==> src/rtl/ssr_pkg.sv <==
// ------------------------------------------------------------------------
// Substring replace package
// Sizes, register indexes, command word type shared by the front, queue, back and top.
// ------------------------------------------------------------------------
package ssr_pkg;

    localparam int MAX_PATTERN_BYTES     = 16;
    localparam int MAX_REPLACEMENT_BYTES = 16;
    localparam int CFG_DATA_W            = 64;
    localparam int CFG_IDX_W             = 3;
    localparam int LEN_W                 = 5;
    localparam int FILL_W                = $clog2(MAX_PATTERN_BYTES);
    localparam int QUEUE_DEPTH           = 2;

    localparam logic [7:0] NEWLINE_CODE = 8'd10;

    localparam logic [CFG_IDX_W-1:0] REG_PAT_LO  = 3'd0;
    localparam logic [CFG_IDX_W-1:0] REG_PAT_HI  = 3'd1;
    localparam logic [CFG_IDX_W-1:0] REG_PAT_LEN = 3'd2;
    localparam logic [CFG_IDX_W-1:0] REG_REP_LO  = 3'd3;
    localparam logic [CFG_IDX_W-1:0] REG_REP_HI  = 3'd4;
    localparam logic [CFG_IDX_W-1:0] REG_REP_LEN = 3'd5;

    typedef logic [MAX_PATTERN_BYTES-1:0][7:0] t_bytes;

    typedef struct packed {
        t_bytes             bytes;
        logic               use_repl;
        logic [LEN_W-1:0]   count;
        logic               fin;
    } t_cmd;

endpackage

==> src/rtl/stream_substring_replace.sv <==
// ------------------------------------------------------------------------
// Streaming substring replace
// Replaces leftmost non-overlapping pattern occurrences in a byte stream.
//
//  channel  direction  handshake                  payload
//  input    in         i_in_valid / o_in_stall    i_text_byte, i_final_byte
//  output   out        o_out_valid / i_out_stall  o_out_byte, o_out_byte_present,
//                                                 o_out_run_end, o_out_stream_end
//  config   in         i_cfg_wr_en                i_cfg_index, i_cfg_data
//
// One text word is accepted per cycle while the two-entry command queue has room.
// The back end emits one result word per cycle unless stalled.
// A text word's first result passes through the queue and then the output register.
// Synchronous active-low reset restores the register defaults and empties the window.
// Output stall holds the output register; the queue then fills and raises o_in_stall.
// ------------------------------------------------------------------------
module stream_substring_replace (
    input  logic                           i_clk,
    input  logic                           i_rst_n,
    input  logic                           i_cfg_wr_en,
    input  logic [ssr_pkg::CFG_IDX_W-1:0]  i_cfg_index,
    input  logic [ssr_pkg::CFG_DATA_W-1:0] i_cfg_data,
    input  logic                           i_in_valid,
    output logic                           o_in_stall,
    input  logic [7:0]                     i_text_byte,
    input  logic                           i_final_byte,
    output logic                           o_out_valid,
    input  logic                           i_out_stall,
    output logic [7:0]                     o_out_byte,
    output logic                           o_out_byte_present,
    output logic                           o_out_run_end,
    output logic                           o_out_stream_end
);
    import ssr_pkg::*;

    logic   accept;
    logic   push;
    logic   pop;
    logic   full;
    logic   empty;
    t_cmd   cmd;
    t_cmd   head;
    t_bytes repl;

    assign o_in_stall = full;
    assign accept     = i_in_valid && !full;

    ssr_front u_front (
        .i_clk        (i_clk),
        .i_rst_n      (i_rst_n),
        .i_cfg_wr_en  (i_cfg_wr_en),
        .i_cfg_index  (i_cfg_index),
        .i_cfg_data   (i_cfg_data),
        .i_accept     (accept),
        .i_text_byte  (i_text_byte),
        .i_final_byte (i_final_byte),
        .o_push       (push),
        .o_cmd        (cmd),
        .o_repl       (repl)
    );

    ssr_queue u_queue (
        .i_clk   (i_clk),
        .i_rst_n (i_rst_n),
        .i_push  (push),
        .i_cmd   (cmd),
        .i_pop   (pop),
        .o_head  (head),
        .o_full  (full),
        .o_empty (empty)
    );

    ssr_back u_back (
        .i_clk              (i_clk),
        .i_rst_n            (i_rst_n),
        .i_head             (head),
        .i_empty            (empty),
        .i_repl             (repl),
        .i_out_stall        (i_out_stall),
        .o_pop              (pop),
        .o_out_valid        (o_out_valid),
        .o_out_byte         (o_out_byte),
        .o_out_byte_present (o_out_byte_present),
        .o_out_run_end      (o_out_run_end),
        .o_out_stream_end   (o_out_stream_end)
    );

endmodule

==> src/rtl/ssr_queue.sv <==
// ------------------------------------------------------------------------
// Command queue
// Short FIFO of command words between the front and the back.
// ------------------------------------------------------------------------
module ssr_queue (
    input  logic          i_clk,
    input  logic          i_rst_n,
    input  logic          i_push,
    input  ssr_pkg::t_cmd i_cmd,
    input  logic          i_pop,
    output ssr_pkg::t_cmd o_head,
    output logic          o_full,
    output logic          o_empty
);
    import ssr_pkg::*;

    localparam int PTR_W = $clog2(QUEUE_DEPTH);
    localparam int CNT_W = $clog2(QUEUE_DEPTH + 1);

    t_cmd             r_mem [QUEUE_DEPTH];
    logic [PTR_W-1:0] r_wr_ptr;
    logic [PTR_W-1:0] r_rd_ptr;
    logic [CNT_W-1:0] r_count;
    logic [CNT_W-1:0] n_count;

    assign o_full  = (r_count == CNT_W'(QUEUE_DEPTH));
    assign o_empty = (r_count == '0);
    assign o_head  = r_mem[r_rd_ptr];

    always_comb begin
        n_count = r_count;
        if (i_push && !i_pop) begin
            n_count = r_count + 1'b1;
        end else if (!i_push && i_pop) begin
            n_count = r_count - 1'b1;
        end
    end

    always_ff @(posedge i_clk) begin
        if (!i_rst_n) begin
            r_wr_ptr <= '0;
            r_rd_ptr <= '0;
            r_count  <= '0;
        end else begin
            r_count <= n_count;
            if (i_push) begin
                r_wr_ptr <= r_wr_ptr + 1'b1;
            end
            if (i_pop) begin
                r_rd_ptr <= r_rd_ptr + 1'b1;
            end
        end
    end

    always_ff @(posedge i_clk) begin
        if (i_push) begin
            r_mem[r_wr_ptr] <= i_cmd;
        end
    end

endmodule

==> src/rtl/ssr_front.sv <==
// ------------------------------------------------------------------------
// Front end
// Holds configuration and the match window, classifies each text byte
// and issues one command word per byte that yields results or ends the stream.
// ------------------------------------------------------------------------
module ssr_front (
    input  logic                           i_clk,
    input  logic                           i_rst_n,
    input  logic                           i_cfg_wr_en,
    input  logic [ssr_pkg::CFG_IDX_W-1:0]  i_cfg_index,
    input  logic [ssr_pkg::CFG_DATA_W-1:0] i_cfg_data,
    input  logic                           i_accept,
    input  logic [7:0]                     i_text_byte,
    input  logic                           i_final_byte,
    output logic                           o_push,
    output ssr_pkg::t_cmd                  o_cmd,
    output ssr_pkg::t_bytes                o_repl
);
    import ssr_pkg::*;

    logic [CFG_DATA_W-1:0] r_pat_lo;
    logic [CFG_DATA_W-1:0] r_pat_hi;
    logic [LEN_W-1:0]      r_pat_len;
    logic [CFG_DATA_W-1:0] r_rep_lo;
    logic [CFG_DATA_W-1:0] r_rep_hi;
    logic [LEN_W-1:0]      r_rep_len;

    t_bytes                r_win;
    t_bytes                n_win;
    logic [FILL_W-1:0]     r_fill;
    logic [FILL_W-1:0]     n_fill;

    t_bytes                pat;
    t_bytes                w_ins;
    logic [LEN_W-1:0]      plen;
    logic [LEN_W-1:0]      rlen;
    logic [LEN_W-1:0]      fill_inc;
    logic                  is_nl;
    logic                  full;
    logic                  match;

    assign pat    = {r_pat_hi, r_pat_lo};
    assign o_repl = {r_rep_hi, r_rep_lo};

    always_comb begin
        if (r_pat_len == '0) begin
            plen = LEN_W'(1);
        end else if (r_pat_len > LEN_W'(MAX_PATTERN_BYTES)) begin
            plen = LEN_W'(MAX_PATTERN_BYTES);
        end else begin
            plen = r_pat_len;
        end
        if (r_rep_len > LEN_W'(MAX_REPLACEMENT_BYTES)) begin
            rlen = LEN_W'(MAX_REPLACEMENT_BYTES);
        end else begin
            rlen = r_rep_len;
        end
    end

    assign fill_inc = {1'b0, r_fill} + LEN_W'(1);
    assign is_nl    = (i_text_byte == NEWLINE_CODE);
    assign full     = !is_nl && (fill_inc == plen);

    always_comb begin
        match = 1'b1;
        for (int i = 0; i < MAX_PATTERN_BYTES; i++) begin
            w_ins[i] = (FILL_W'(i) == r_fill) ? i_text_byte : r_win[i];
        end
        for (int i = 0; i < MAX_PATTERN_BYTES; i++) begin
            if ((LEN_W'(i) < plen) && (w_ins[i] != pat[i])) begin
                match = 1'b0;
            end
        end
    end

    always_comb begin
        o_cmd.bytes    = w_ins;
        o_cmd.use_repl = 1'b0;
        o_cmd.fin      = i_final_byte;
        n_win          = r_win;
        n_fill         = r_fill;
        if (is_nl) begin
            o_cmd.count = fill_inc;
            n_fill      = '0;
        end else if (full && match) begin
            o_cmd.use_repl = 1'b1;
            o_cmd.count    = rlen;
            n_fill         = '0;
        end else if (full) begin
            o_cmd.count = i_final_byte ? plen : LEN_W'(1);
            for (int i = 0; i < MAX_PATTERN_BYTES - 1; i++) begin
                n_win[i] = w_ins[i+1];
            end
            n_win[MAX_PATTERN_BYTES-1] = w_ins[MAX_PATTERN_BYTES-1];
            n_fill = FILL_W'(plen - LEN_W'(1));
        end else begin
            o_cmd.count = i_final_byte ? fill_inc : '0;
            n_win       = w_ins;
            n_fill      = fill_inc[FILL_W-1:0];
        end
        if (i_final_byte) begin
            n_fill = '0;
        end
    end

    assign o_push = i_accept && ((o_cmd.count != '0) || i_final_byte);

    always_ff @(posedge i_clk) begin
        if (!i_rst_n) begin
            r_pat_lo  <= '0;
            r_pat_hi  <= '0;
            r_pat_len <= LEN_W'(1);
            r_rep_lo  <= '0;
            r_rep_hi  <= '0;
            r_rep_len <= '0;
            r_fill    <= '0;
        end else if (i_cfg_wr_en) begin
            unique case (i_cfg_index)
                REG_PAT_LO:  r_pat_lo  <= i_cfg_data;
                REG_PAT_HI:  r_pat_hi  <= i_cfg_data;
                REG_PAT_LEN: begin
                    r_pat_len <= i_cfg_data[LEN_W-1:0];
                    r_fill    <= '0;
                end
                REG_REP_LO:  r_rep_lo  <= i_cfg_data;
                REG_REP_HI:  r_rep_hi  <= i_cfg_data;
                REG_REP_LEN: r_rep_len <= i_cfg_data[LEN_W-1:0];
                default: ;
            endcase
        end else if (i_accept) begin
            r_fill <= n_fill;
        end
    end

    always_ff @(posedge i_clk) begin
        if (i_accept) begin
            r_win <= n_win;
        end
    end

endmodule

==> src/rtl/ssr_back.sv <==
// ------------------------------------------------------------------------
// Back end
// Expands the head command word into result words, one per cycle
// while the output is not stalled, through a registered output stage.
// ------------------------------------------------------------------------
module ssr_back (
    input  logic            i_clk,
    input  logic            i_rst_n,
    input  ssr_pkg::t_cmd   i_head,
    input  logic            i_empty,
    input  ssr_pkg::t_bytes i_repl,
    input  logic            i_out_stall,
    output logic            o_pop,
    output logic            o_out_valid,
    output logic [7:0]      o_out_byte,
    output logic            o_out_byte_present,
    output logic            o_out_run_end,
    output logic            o_out_stream_end
);
    import ssr_pkg::*;

    logic              r_valid;
    logic [7:0]        r_byte;
    logic              r_present;
    logic              r_run_end;
    logic              r_stream_end;
    logic [FILL_W-1:0] r_idx;
    logic              load;
    logic              last;
    logic              is_marker;

    assign load      = !i_empty && (!r_valid || !i_out_stall);
    assign is_marker = (i_head.count == '0);
    assign last      = is_marker || ({1'b0, r_idx} == (i_head.count - LEN_W'(1)));
    assign o_pop     = load && last;

    always_ff @(posedge i_clk) begin
        if (!i_rst_n) begin
            r_valid <= 1'b0;
            r_idx   <= '0;
        end else begin
            if (load) begin
                r_valid <= 1'b1;
                r_idx   <= last ? '0 : r_idx + 1'b1;
            end else if (!i_out_stall) begin
                r_valid <= 1'b0;
            end
        end
    end

    always_ff @(posedge i_clk) begin
        if (load) begin
            if (is_marker) begin
                r_byte <= '0;
            end else if (i_head.use_repl) begin
                r_byte <= i_repl[r_idx];
            end else begin
                r_byte <= i_head.bytes[r_idx];
            end
            r_present    <= !is_marker;
            r_run_end    <= last;
            r_stream_end <= last && i_head.fin;
        end
    end

    assign o_out_valid        = r_valid;
    assign o_out_byte         = r_byte;
    assign o_out_byte_present = r_present;
    assign o_out_run_end      = r_run_end;
    assign o_out_stream_end   = r_stream_end;

endmodule

==> config.mk <==
export PLATFORM = sky130hd
export DESIGN_NAME = stream_substring_replace
export DESIGN_NICKNAME = d
export VERILOG_FILES = /design/src/rtl/ssr_pkg.sv /design/src/rtl/stream_substring_replace.sv /design/src/rtl/ssr_queue.sv /design/src/rtl/ssr_front.sv /design/src/rtl/ssr_back.sv
export SDC_FILE = /design/constraint.sdc
export NUM_CORES = 1
export LEC_CHECK = 0
export BUFFER_PORTS_ARGS = -buffer_cell sky130_fd_sc_hd__clkbuf_2
export CORE_ASPECT_RATIO = 0.5
export CORE_MARGIN = 2
export CORE_UTILIZATION = 63
export CTS_BUF_LIST = sky130_fd_sc_hd__clkbuf_4 sky130_fd_sc_hd__clkbuf_8 sky130_fd_sc_hd__clkbuf_16
export DETAILED_ROUTE_END_ITERATION = 16
export PLACE_DENSITY = 0.8
export SYNTH_ARGS = -nofsm -noshare
export SYNTH_HDL_FRONTEND = slang
export SYNTH_SLANG_ARGS = --single-unit
==> constraint.sdc <==
create_clock -name i_clk -period 17 [get_ports i_clk]
set_input_delay 3.4 -clock i_clk [delete_from_list [all_inputs] [get_ports i_clk]]
set_output_delay 3.4 -clock i_clk [all_outputs]
set_load 0.02 [all_outputs]
Word-level counts from Yosys, hierarchy flattened
Memory sizes are Yosys's and may differ from the RTL's. A register that Yosys moved wholly into a read port is not among the register bits.
Index checks and enable logic that the tools add are counted.
{"block": "totals", "word_cells": 220, "rom_bits": 0, "in_bits": 81, "mem_bits_rw": 270, "register_bits": 418, "memories": 1, "latchBits": 0}
{"memory": "u_queue.r_mem", "depth": 2, "width": 135, "read_ports": 1, "rd_ports_with_merged_regs": 1, "wr": 1, "line_no": "ssr_queue.sv:20", "rtl": "t_cmd r_mem [QUEUE_DEPTH];"}
{"block": "classes", "n_mux": 64, "mul": 0, "magnitude_cmp": 19, "eq_ne": 42, "reduce_logical": 52, "bitwise_logic": 2, "n_shift": 0, "n_addsub": 8, "div_mod_pow": 0}
{"operator": "$mux 8", "count": 19}
{"operator": "$ne 8x8->1", "count": 16}
{"operator": "$mux 120", "count": 1}
{"operator": "$bmux 8 s4", "count": 2}
{"operator": "$lt 4x5->1 const A", "count": 8}
{"operator": "$mux 5", "count": 8}
{"operator": "$eq 4x4->1 const A", "count": 8}
{"operator": "$mux 4", "count": 8}
{"operator": "$logic_and 1x1->1", "count": 25}
{"operator": "$mux 1", "count": 24}
{"operator": "$lt 3x5->1 const A", "count": 4}
{"operator": "$eq 3x4->1 const A", "count": 4}
{"operator": "$reduce_and 2->1", "count": 7}
{"operator": "$gt 5x5->1 const B", "count": 2}
{"operator": "$logic_not 5->1", "count": 2}
{"operator": "$lt 1x5->1 const A", "count": 2}
{"operator": "$lt 2x5->1 const A", "count": 2}
{"operator": "$eq 2x4->1 const A", "count": 2}
{"operator": "$eq 8x4->1 const B", "count": 1}
{"operator": "$logic_not 1->1", "count": 8}
{"operator": "$eq 3x2->1 const B", "count": 2}
{"operator": "$eq 3x3->1 const B", "count": 2}
{"operator": "$add 4x1->5 const B", "count": 1}
{"operator": "$eq 4x5->1", "count": 1}
{"operator": "21 further kinds", "count": 28}

Longest topological paths before layout
{"block": "logic_depth", "depth_word": 31, "mapped_depth": 16}

By module
From an unflattened synthesis, not the netlist that was laid out.
{"block": "unflattened", "hier_cells": 2912, "area_unflattened_um2": 32989.1}
{"mod": "ssr_front", "cells_each": 2295, "area_per_inst_um2": 20105.5, "n_inst": 1}
{"mod": "ssr_queue", "cells_each": 442, "area_per_inst_um2": 10152.2, "n_inst": 1}
{"mod": "ssr_back", "cells_each": 174, "area_per_inst_um2": 2717.6, "n_inst": 1}
{"mod": "stream_substring_replace", "cells_each": 1, "area_per_inst_um2": 13.8, "n_inst": 1}

Least setup slack after synthesis
No wires, ideal clock.
{"block": "synth_timing", "path_type": "input to register", "start": "input port i_text_byte[7]", "end": "register u_front.r_win[0] in the netlist's numbering, enable pin", "arrival_ns": 14.033, "setup_time_ns": 0.773, "stages": 11, "setup_slack_ns": 2.194, "path_cell_list": "clkbuf_1 > clkbuf_1 > nor2b_1 > o22ai_1 > o2111ai_1 > nor4_1 > a2111oi_0 > or3_1 > buf_6 > inv_2 > nor3_1"}
{"block": "synth_via", "elab_chain_cells": 22}
{"element": "start, declared", "line_no": "stream_substring_replace.sv:25", "rtl": "input logic [7:0] i_text_byte,"}
{"element": "$mux 8", "line_no": "ssr_front.sv:67", "rtl": "w_ins[i] = (FILL_W'(i) == r_fill) ? i_text_byte : r_win[i];"}
{"element": "$ne 8x8->1", "line_no": "ssr_front.sv:70", "rtl": "if ((LEN_W'(i) < plen) && (w_ins[i] != pat[i])) begin"}
{"element": "$logic_and 1x1->1", "line_no": "ssr_front.sv:70"}
{"element": "$mux 1 (16 in series)", "line_no": "ssr_front.sv:70"}
{"element": "$logic_and 1x1->1", "line_no": "ssr_front.sv:85", "rtl": "end else if (full && match) begin"}
{"element": "$not 1->1 (no line)"}
{"element": "$reduce_and 3->1 (no line) *"}
{"element": "end signal, assigned", "line_no": "ssr_front.sv:137", "rtl": "r_win <= n_win;"}
{"element": "end, declared", "line_no": "ssr_front.sv:28", "rtl": "t_bytes r_win;"}
Every way passes the cells marked *; elsewhere a longest branch is shown, timed or not.
A chain may end at the register's enable or synchronous reset.

Final worst setup path
{"block": "layout_timing", "start": "input port i_text_byte[4]", "end": "memory u_queue.r_mem[0][110] in the netlist's numbering, enable pin"}
{"block": "layout_via", "elab_chain_cells": 27}
{"element": "$mux 8", "line_no": "ssr_front.sv:67"}
{"element": "$ne 8x8->1", "line_no": "ssr_front.sv:70"}
{"element": "$logic_and 1x1->1", "line_no": "ssr_front.sv:70"}
{"element": "$mux 1 (16 in series)", "line_no": "ssr_front.sv:70"}
{"element": "$logic_and 1x1->1", "line_no": "ssr_front.sv:85"}
{"element": "$mux 5", "line_no": "ssr_front.sv:85"}
{"element": "$mux 5 *", "line_no": "ssr_front.sv:82", "rtl": "if (is_nl) begin"}
{"element": "$reduce_bool 5->1 *", "line_no": "ssr_front.sv:106", "rtl": "assign o_push = i_accept && ((o_cmd.count != '0) || i_final_byte);"}
{"element": "$logic_or 1x1->1 *", "line_no": "ssr_front.sv:106"}
{"element": "$logic_and 1x1->1 *", "line_no": "ssr_front.sv:106"}
{"element": "via push", "line_no": "stream_substring_replace.sv:37", "rtl": "logic push;"}
{"element": "$mux 1 *", "line_no": "ssr_queue.sv:56", "rtl": "if (i_push) begin"}
{"element": "$mux 1 (implied by the code) *", "line_no": "ssr_queue.sv:57", "rtl": "r_mem[r_wr_ptr] <= i_cmd;"}
{"element": "end, declared", "line_no": "ssr_queue.sv:20"}
Mark *: on every way through the listed nets, which the timed path passes. The rest lies on a longest branch.

==> flow_summary.yaml <==
logic_synthesis:
  synth_area_per_cell_sq_um: 11.6
  netlist_top_cells_count: "nand2_1 (541), edfxtp_1 (409), dfxtp_1 (280)"
  synth.most_common_cell: "nand2_1"
  yosys-top-cells-area: "edfxtp_1 (38%), dfxtp_1 (17%), mux4_2 (8.4%)"
  yosysUniqueCellTypes: 86
  synth_seq_cells: 689
  synthesis.instances: 2782
  synth-seq-area-share_pct: 55.5
  asyncSetResetFlopFracSynth_pct: 0
  netlist_area_sq_mm: 0.0322
  synth_edf_count: 409
  most_common_flop_cell_mapped_by_yosys: "edfxtp_1"
  post-synth-top-area-fraction_pct: 38.1
  yosys_warnings: 0
  yosysTopAreaCell: "edfxtp_1"
  syn_nets: 2870
place:
  detailed_place.area_sq_mm: 0.0331
  dp.final_hpwl_microns: 72100
  finalWeightedCongestion: 1.04
  place.port_buffers: 93
global_route:
  grtUsageMet3_pct: 18.0
  global_route.usage.met2_pct: 50.7
  sum_of_overflow_across_all_layers_after_global_routing: 0
  groute.layer.met1.usage_pct: 59.0
  number_of_global_route_vias_before_repair: 21100
  grt.busiest_layer: "met1"
  grt_pass1_wl_microns: 146000
  antenna_violations_before_repair: 3
  grt_usage_pct: 38.8
  grt_start_max_net_pins: 149
worst_setup_path:
  critPathLaunchType: "input port"
  worstReg2RegEnd: "u_queue.r_mem[0][110]$_DFFE_PP_"
  critical_path.endpoint_type: "flop"
  timing.setup.critical_path_class: "input port to flop"
  worstSetupStartpoint: "i_text_byte[4]"
  regToRegStartpoint: "u_front.r_fill[0]$_SDFFE_PN0P_"
  highest_fanout_seen_on_the_critical_path: 71
  setup.reg_to_reg.worst_slack_ps: 10170
  worst-endpoint-required_ps: 17240
  crit_arrival_ps: 8940
  r2r.worst_path.cells: 13
  worstSetupEndpoint: "u_queue.r_mem[0][110]$_DFFE_PP_"
final_layout:
  regArea_sq_mm: 0.0179
  layout-area-overhead-vs-synth_pct: 8.20
  multi_input_area_sq_mm: 0.0129
  nNetsFinal: 2868
  final_layout_size_suffix_gt1_share_pct: 13.2
  final_design_area_no_fill_sq_mm: 0.0349
  filler_cell_count: 3584
clock_network:
  clock_path_buffers: 3
  clk_pin_slew_worst_paths_ps: 60
  insertion_delay_ps: 620
  tritoncts_clock_tree: "yes"
  cts_max_level: 2
  clock-sinks: 689
  cts_hold_buffers: 0
  tritoncts.num_buffers: 57
  cts-resized-gates: 0
  postCtsSetupBuffers: 0
  cts.root.buffer_cell: "clkbuf_16"
timing:
  max_slew_margin_pct: 19.1
  max_slew.worst_pin.slew_ps: 1210
  drv_slew: 0
  max_freq_ghz: 0.115
  grt_setup_unrepaired: "false"
  setup_violations: 0
  final.setup_skew_ps: 28.2
  period_share_pct: 51.2
  post-route-min-period_ps: 8700
  number_of_hold_slack_violations_in_the_final_timing_report: 0
  fin_setup_tns_ps: 0
  hold-worst-slack_ps: 463
route:
  totalWireLength_microns: 102000
  drt_first_pass_iters: 7
  wire_per_inst_microns: 29.1
  route.vias.total: 23000
  drtIter0Drc: 3713
  avgViaCountPerCell: 6.56
  postRouteAntennaNets: 0
  drc: 0
power:
  peakVddDrop_v: 0.0000867
  power.leakage_nw: 13.0
  power_per_cell_area_mw_per_mm2: 136
run_status:
  outcome: "complete, no violations"
die:
  placeableCoreArea_sq_mm: 0.0504
  floorplan.die.height_microns: 164
  num_io_pins: 94
  floorplan.die_area_sq_mm: 0.0531
  floorplan.die.width_microns: 324
  fp-row-count: 58
  floorplan.initialDensity_pct: 64.0
run:
  drv_cap: 0
hold_path:
  hold_class: "flop to flop"
[power breakdown]
| group | total [mW] | switching [mW] | internal (mW) |
|---|---|---|---|
| clock network | 1.30 | 0.610 | 0.694 |
| logic | 1.11 | 0.717 | 0.391 |
| registers | 2.32 | 0.155 | 2.17 |
| total | 4.74 | 1.48 | 3.26 |
[routing by layer]
layer  up-vias  part of all wire [%]
li1       9920                     -
met1     11500                    41
met2      1506                    39
met3       119                    18
met4         0                   1.7
met5         -                     0
[state kept, by name, summed over array words and instances, names as in the netlist, 2 cells and up, named ones only]
register / flops
u_queue.r_mem: 270
u_front.r_win: 128
u_back.r_idx: 4
u_front.r_fill: 4
u_front.r_rep_lo: 64
u_front.r_rep_len: 5
u_front.r_pat_len: 5
u_front.r_pat_lo: 64
u_front.r_pat_hi: 64
u_back.o_out_byte: 8
u_queue.r_count: 2
u_front.r_rep_hi: 64
[worst max-delay path: stages]
cell       delay [ps]
clkbuf_2           70
buf_4             350
inv_1             430
nand4_1           360
and2_1            220
and3_4            640
nand4_1           210
a2111oi_2         370
o2111ai_2         240
or4_1             580
o211ai_2          130
and2b_4           860
buf_4             870
[final cells by class]
| type | instances | share of cell area, % |
|---|---|---|
| timing repair buffer | 120 | 1.93 |
| antenna | 2 | 0.0143 |
| tap | 690 | 2.47 |
| inverter | 208 | 2.24 |
| clock buffer | 81 | 4.77 |
| sequential | 689 | 51.3 |
| clock inverter | 16 | 0.330 |
| multi-input combinational | 1704 | 37.0 |
[kinds of logic after synthesis]
kind of cell,count (synthesis),share of synthesized area (%)
and+or+nand+nor,768,10.4
DFF,689,55.5
AOI/OAI and AO/OA,489,11.0
buffers and inverters,389,4.69
muxes,370,16.2
xor gates and xnor gates,69,1.92
adders and majority gates,8,0.303
[how the worst min path moves through the flow]
stage	from	slack, ps	to	cells past startpoint
after CTS	u_front.r_rep_lo[17]$_SDFFE_PN0P_	460	u_front.r_rep_lo[17]$_SDFFE_PN0P_	2
after detailed placement	u_front.r_rep_lo[17]$_SDFFE_PN0P_	450	u_front.r_rep_lo[17]$_SDFFE_PN0P_	2
after global routing	u_front.r_rep_lo[22]$_SDFFE_PN0P_	480	u_front.r_rep_lo[22]$_SDFFE_PN0P_	2
final	u_front.r_rep_lo[2]$_SDFFE_PN0P_	460	u_front.r_rep_lo[2]$_SDFFE_PN0P_	2
after floorplan	u_front.r_rep_hi[16]$_SDFFE_PN0P_	440	u_front.r_rep_hi[16]$_SDFFE_PN0P_	2
after global placement	u_front.r_rep_lo[15]$_SDFFE_PN0P_	450	u_front.r_rep_lo[15]$_SDFFE_PN0P_	2
[through the flow]
step                cells  setup slack, ps  utilization (%)  power (mW)
floorplan            2782             2190                -        3.02
global placement     3411             7890             65.7        3.37
detailed placement   3411             7790             65.7        3.41
CTS                  3508             8410             69.3        4.71
global route         3508             8090             69.3        4.88
finish               3510             8300             69.3        4.74
[placed cells by master, fill, tap and decap left out, types with 9 or more instances in the layout]
cell         n
nand2_1    540
edfxtp_1   409
clkbuf_4    15
clkbuf_16   57
o21ai_0     24
nor2b_1     29
nor2_1      66
inv_1      207
mux2i_1    243
nor3_1      19
clkbuf_2    92
buf_4       27
a211oi_1    12
o22ai_1     65
a21boi_0   263
clkbuf_8     9
nand3_1     13
xnor2_1     24
nand2b_1    16
xor2_1      44
o221ai_1    11
mux4_2     120
nor3b_1     12
a21oi_1     40
dfxtp_1    277
Note: power is estimated with default switching activity, not from simulation.
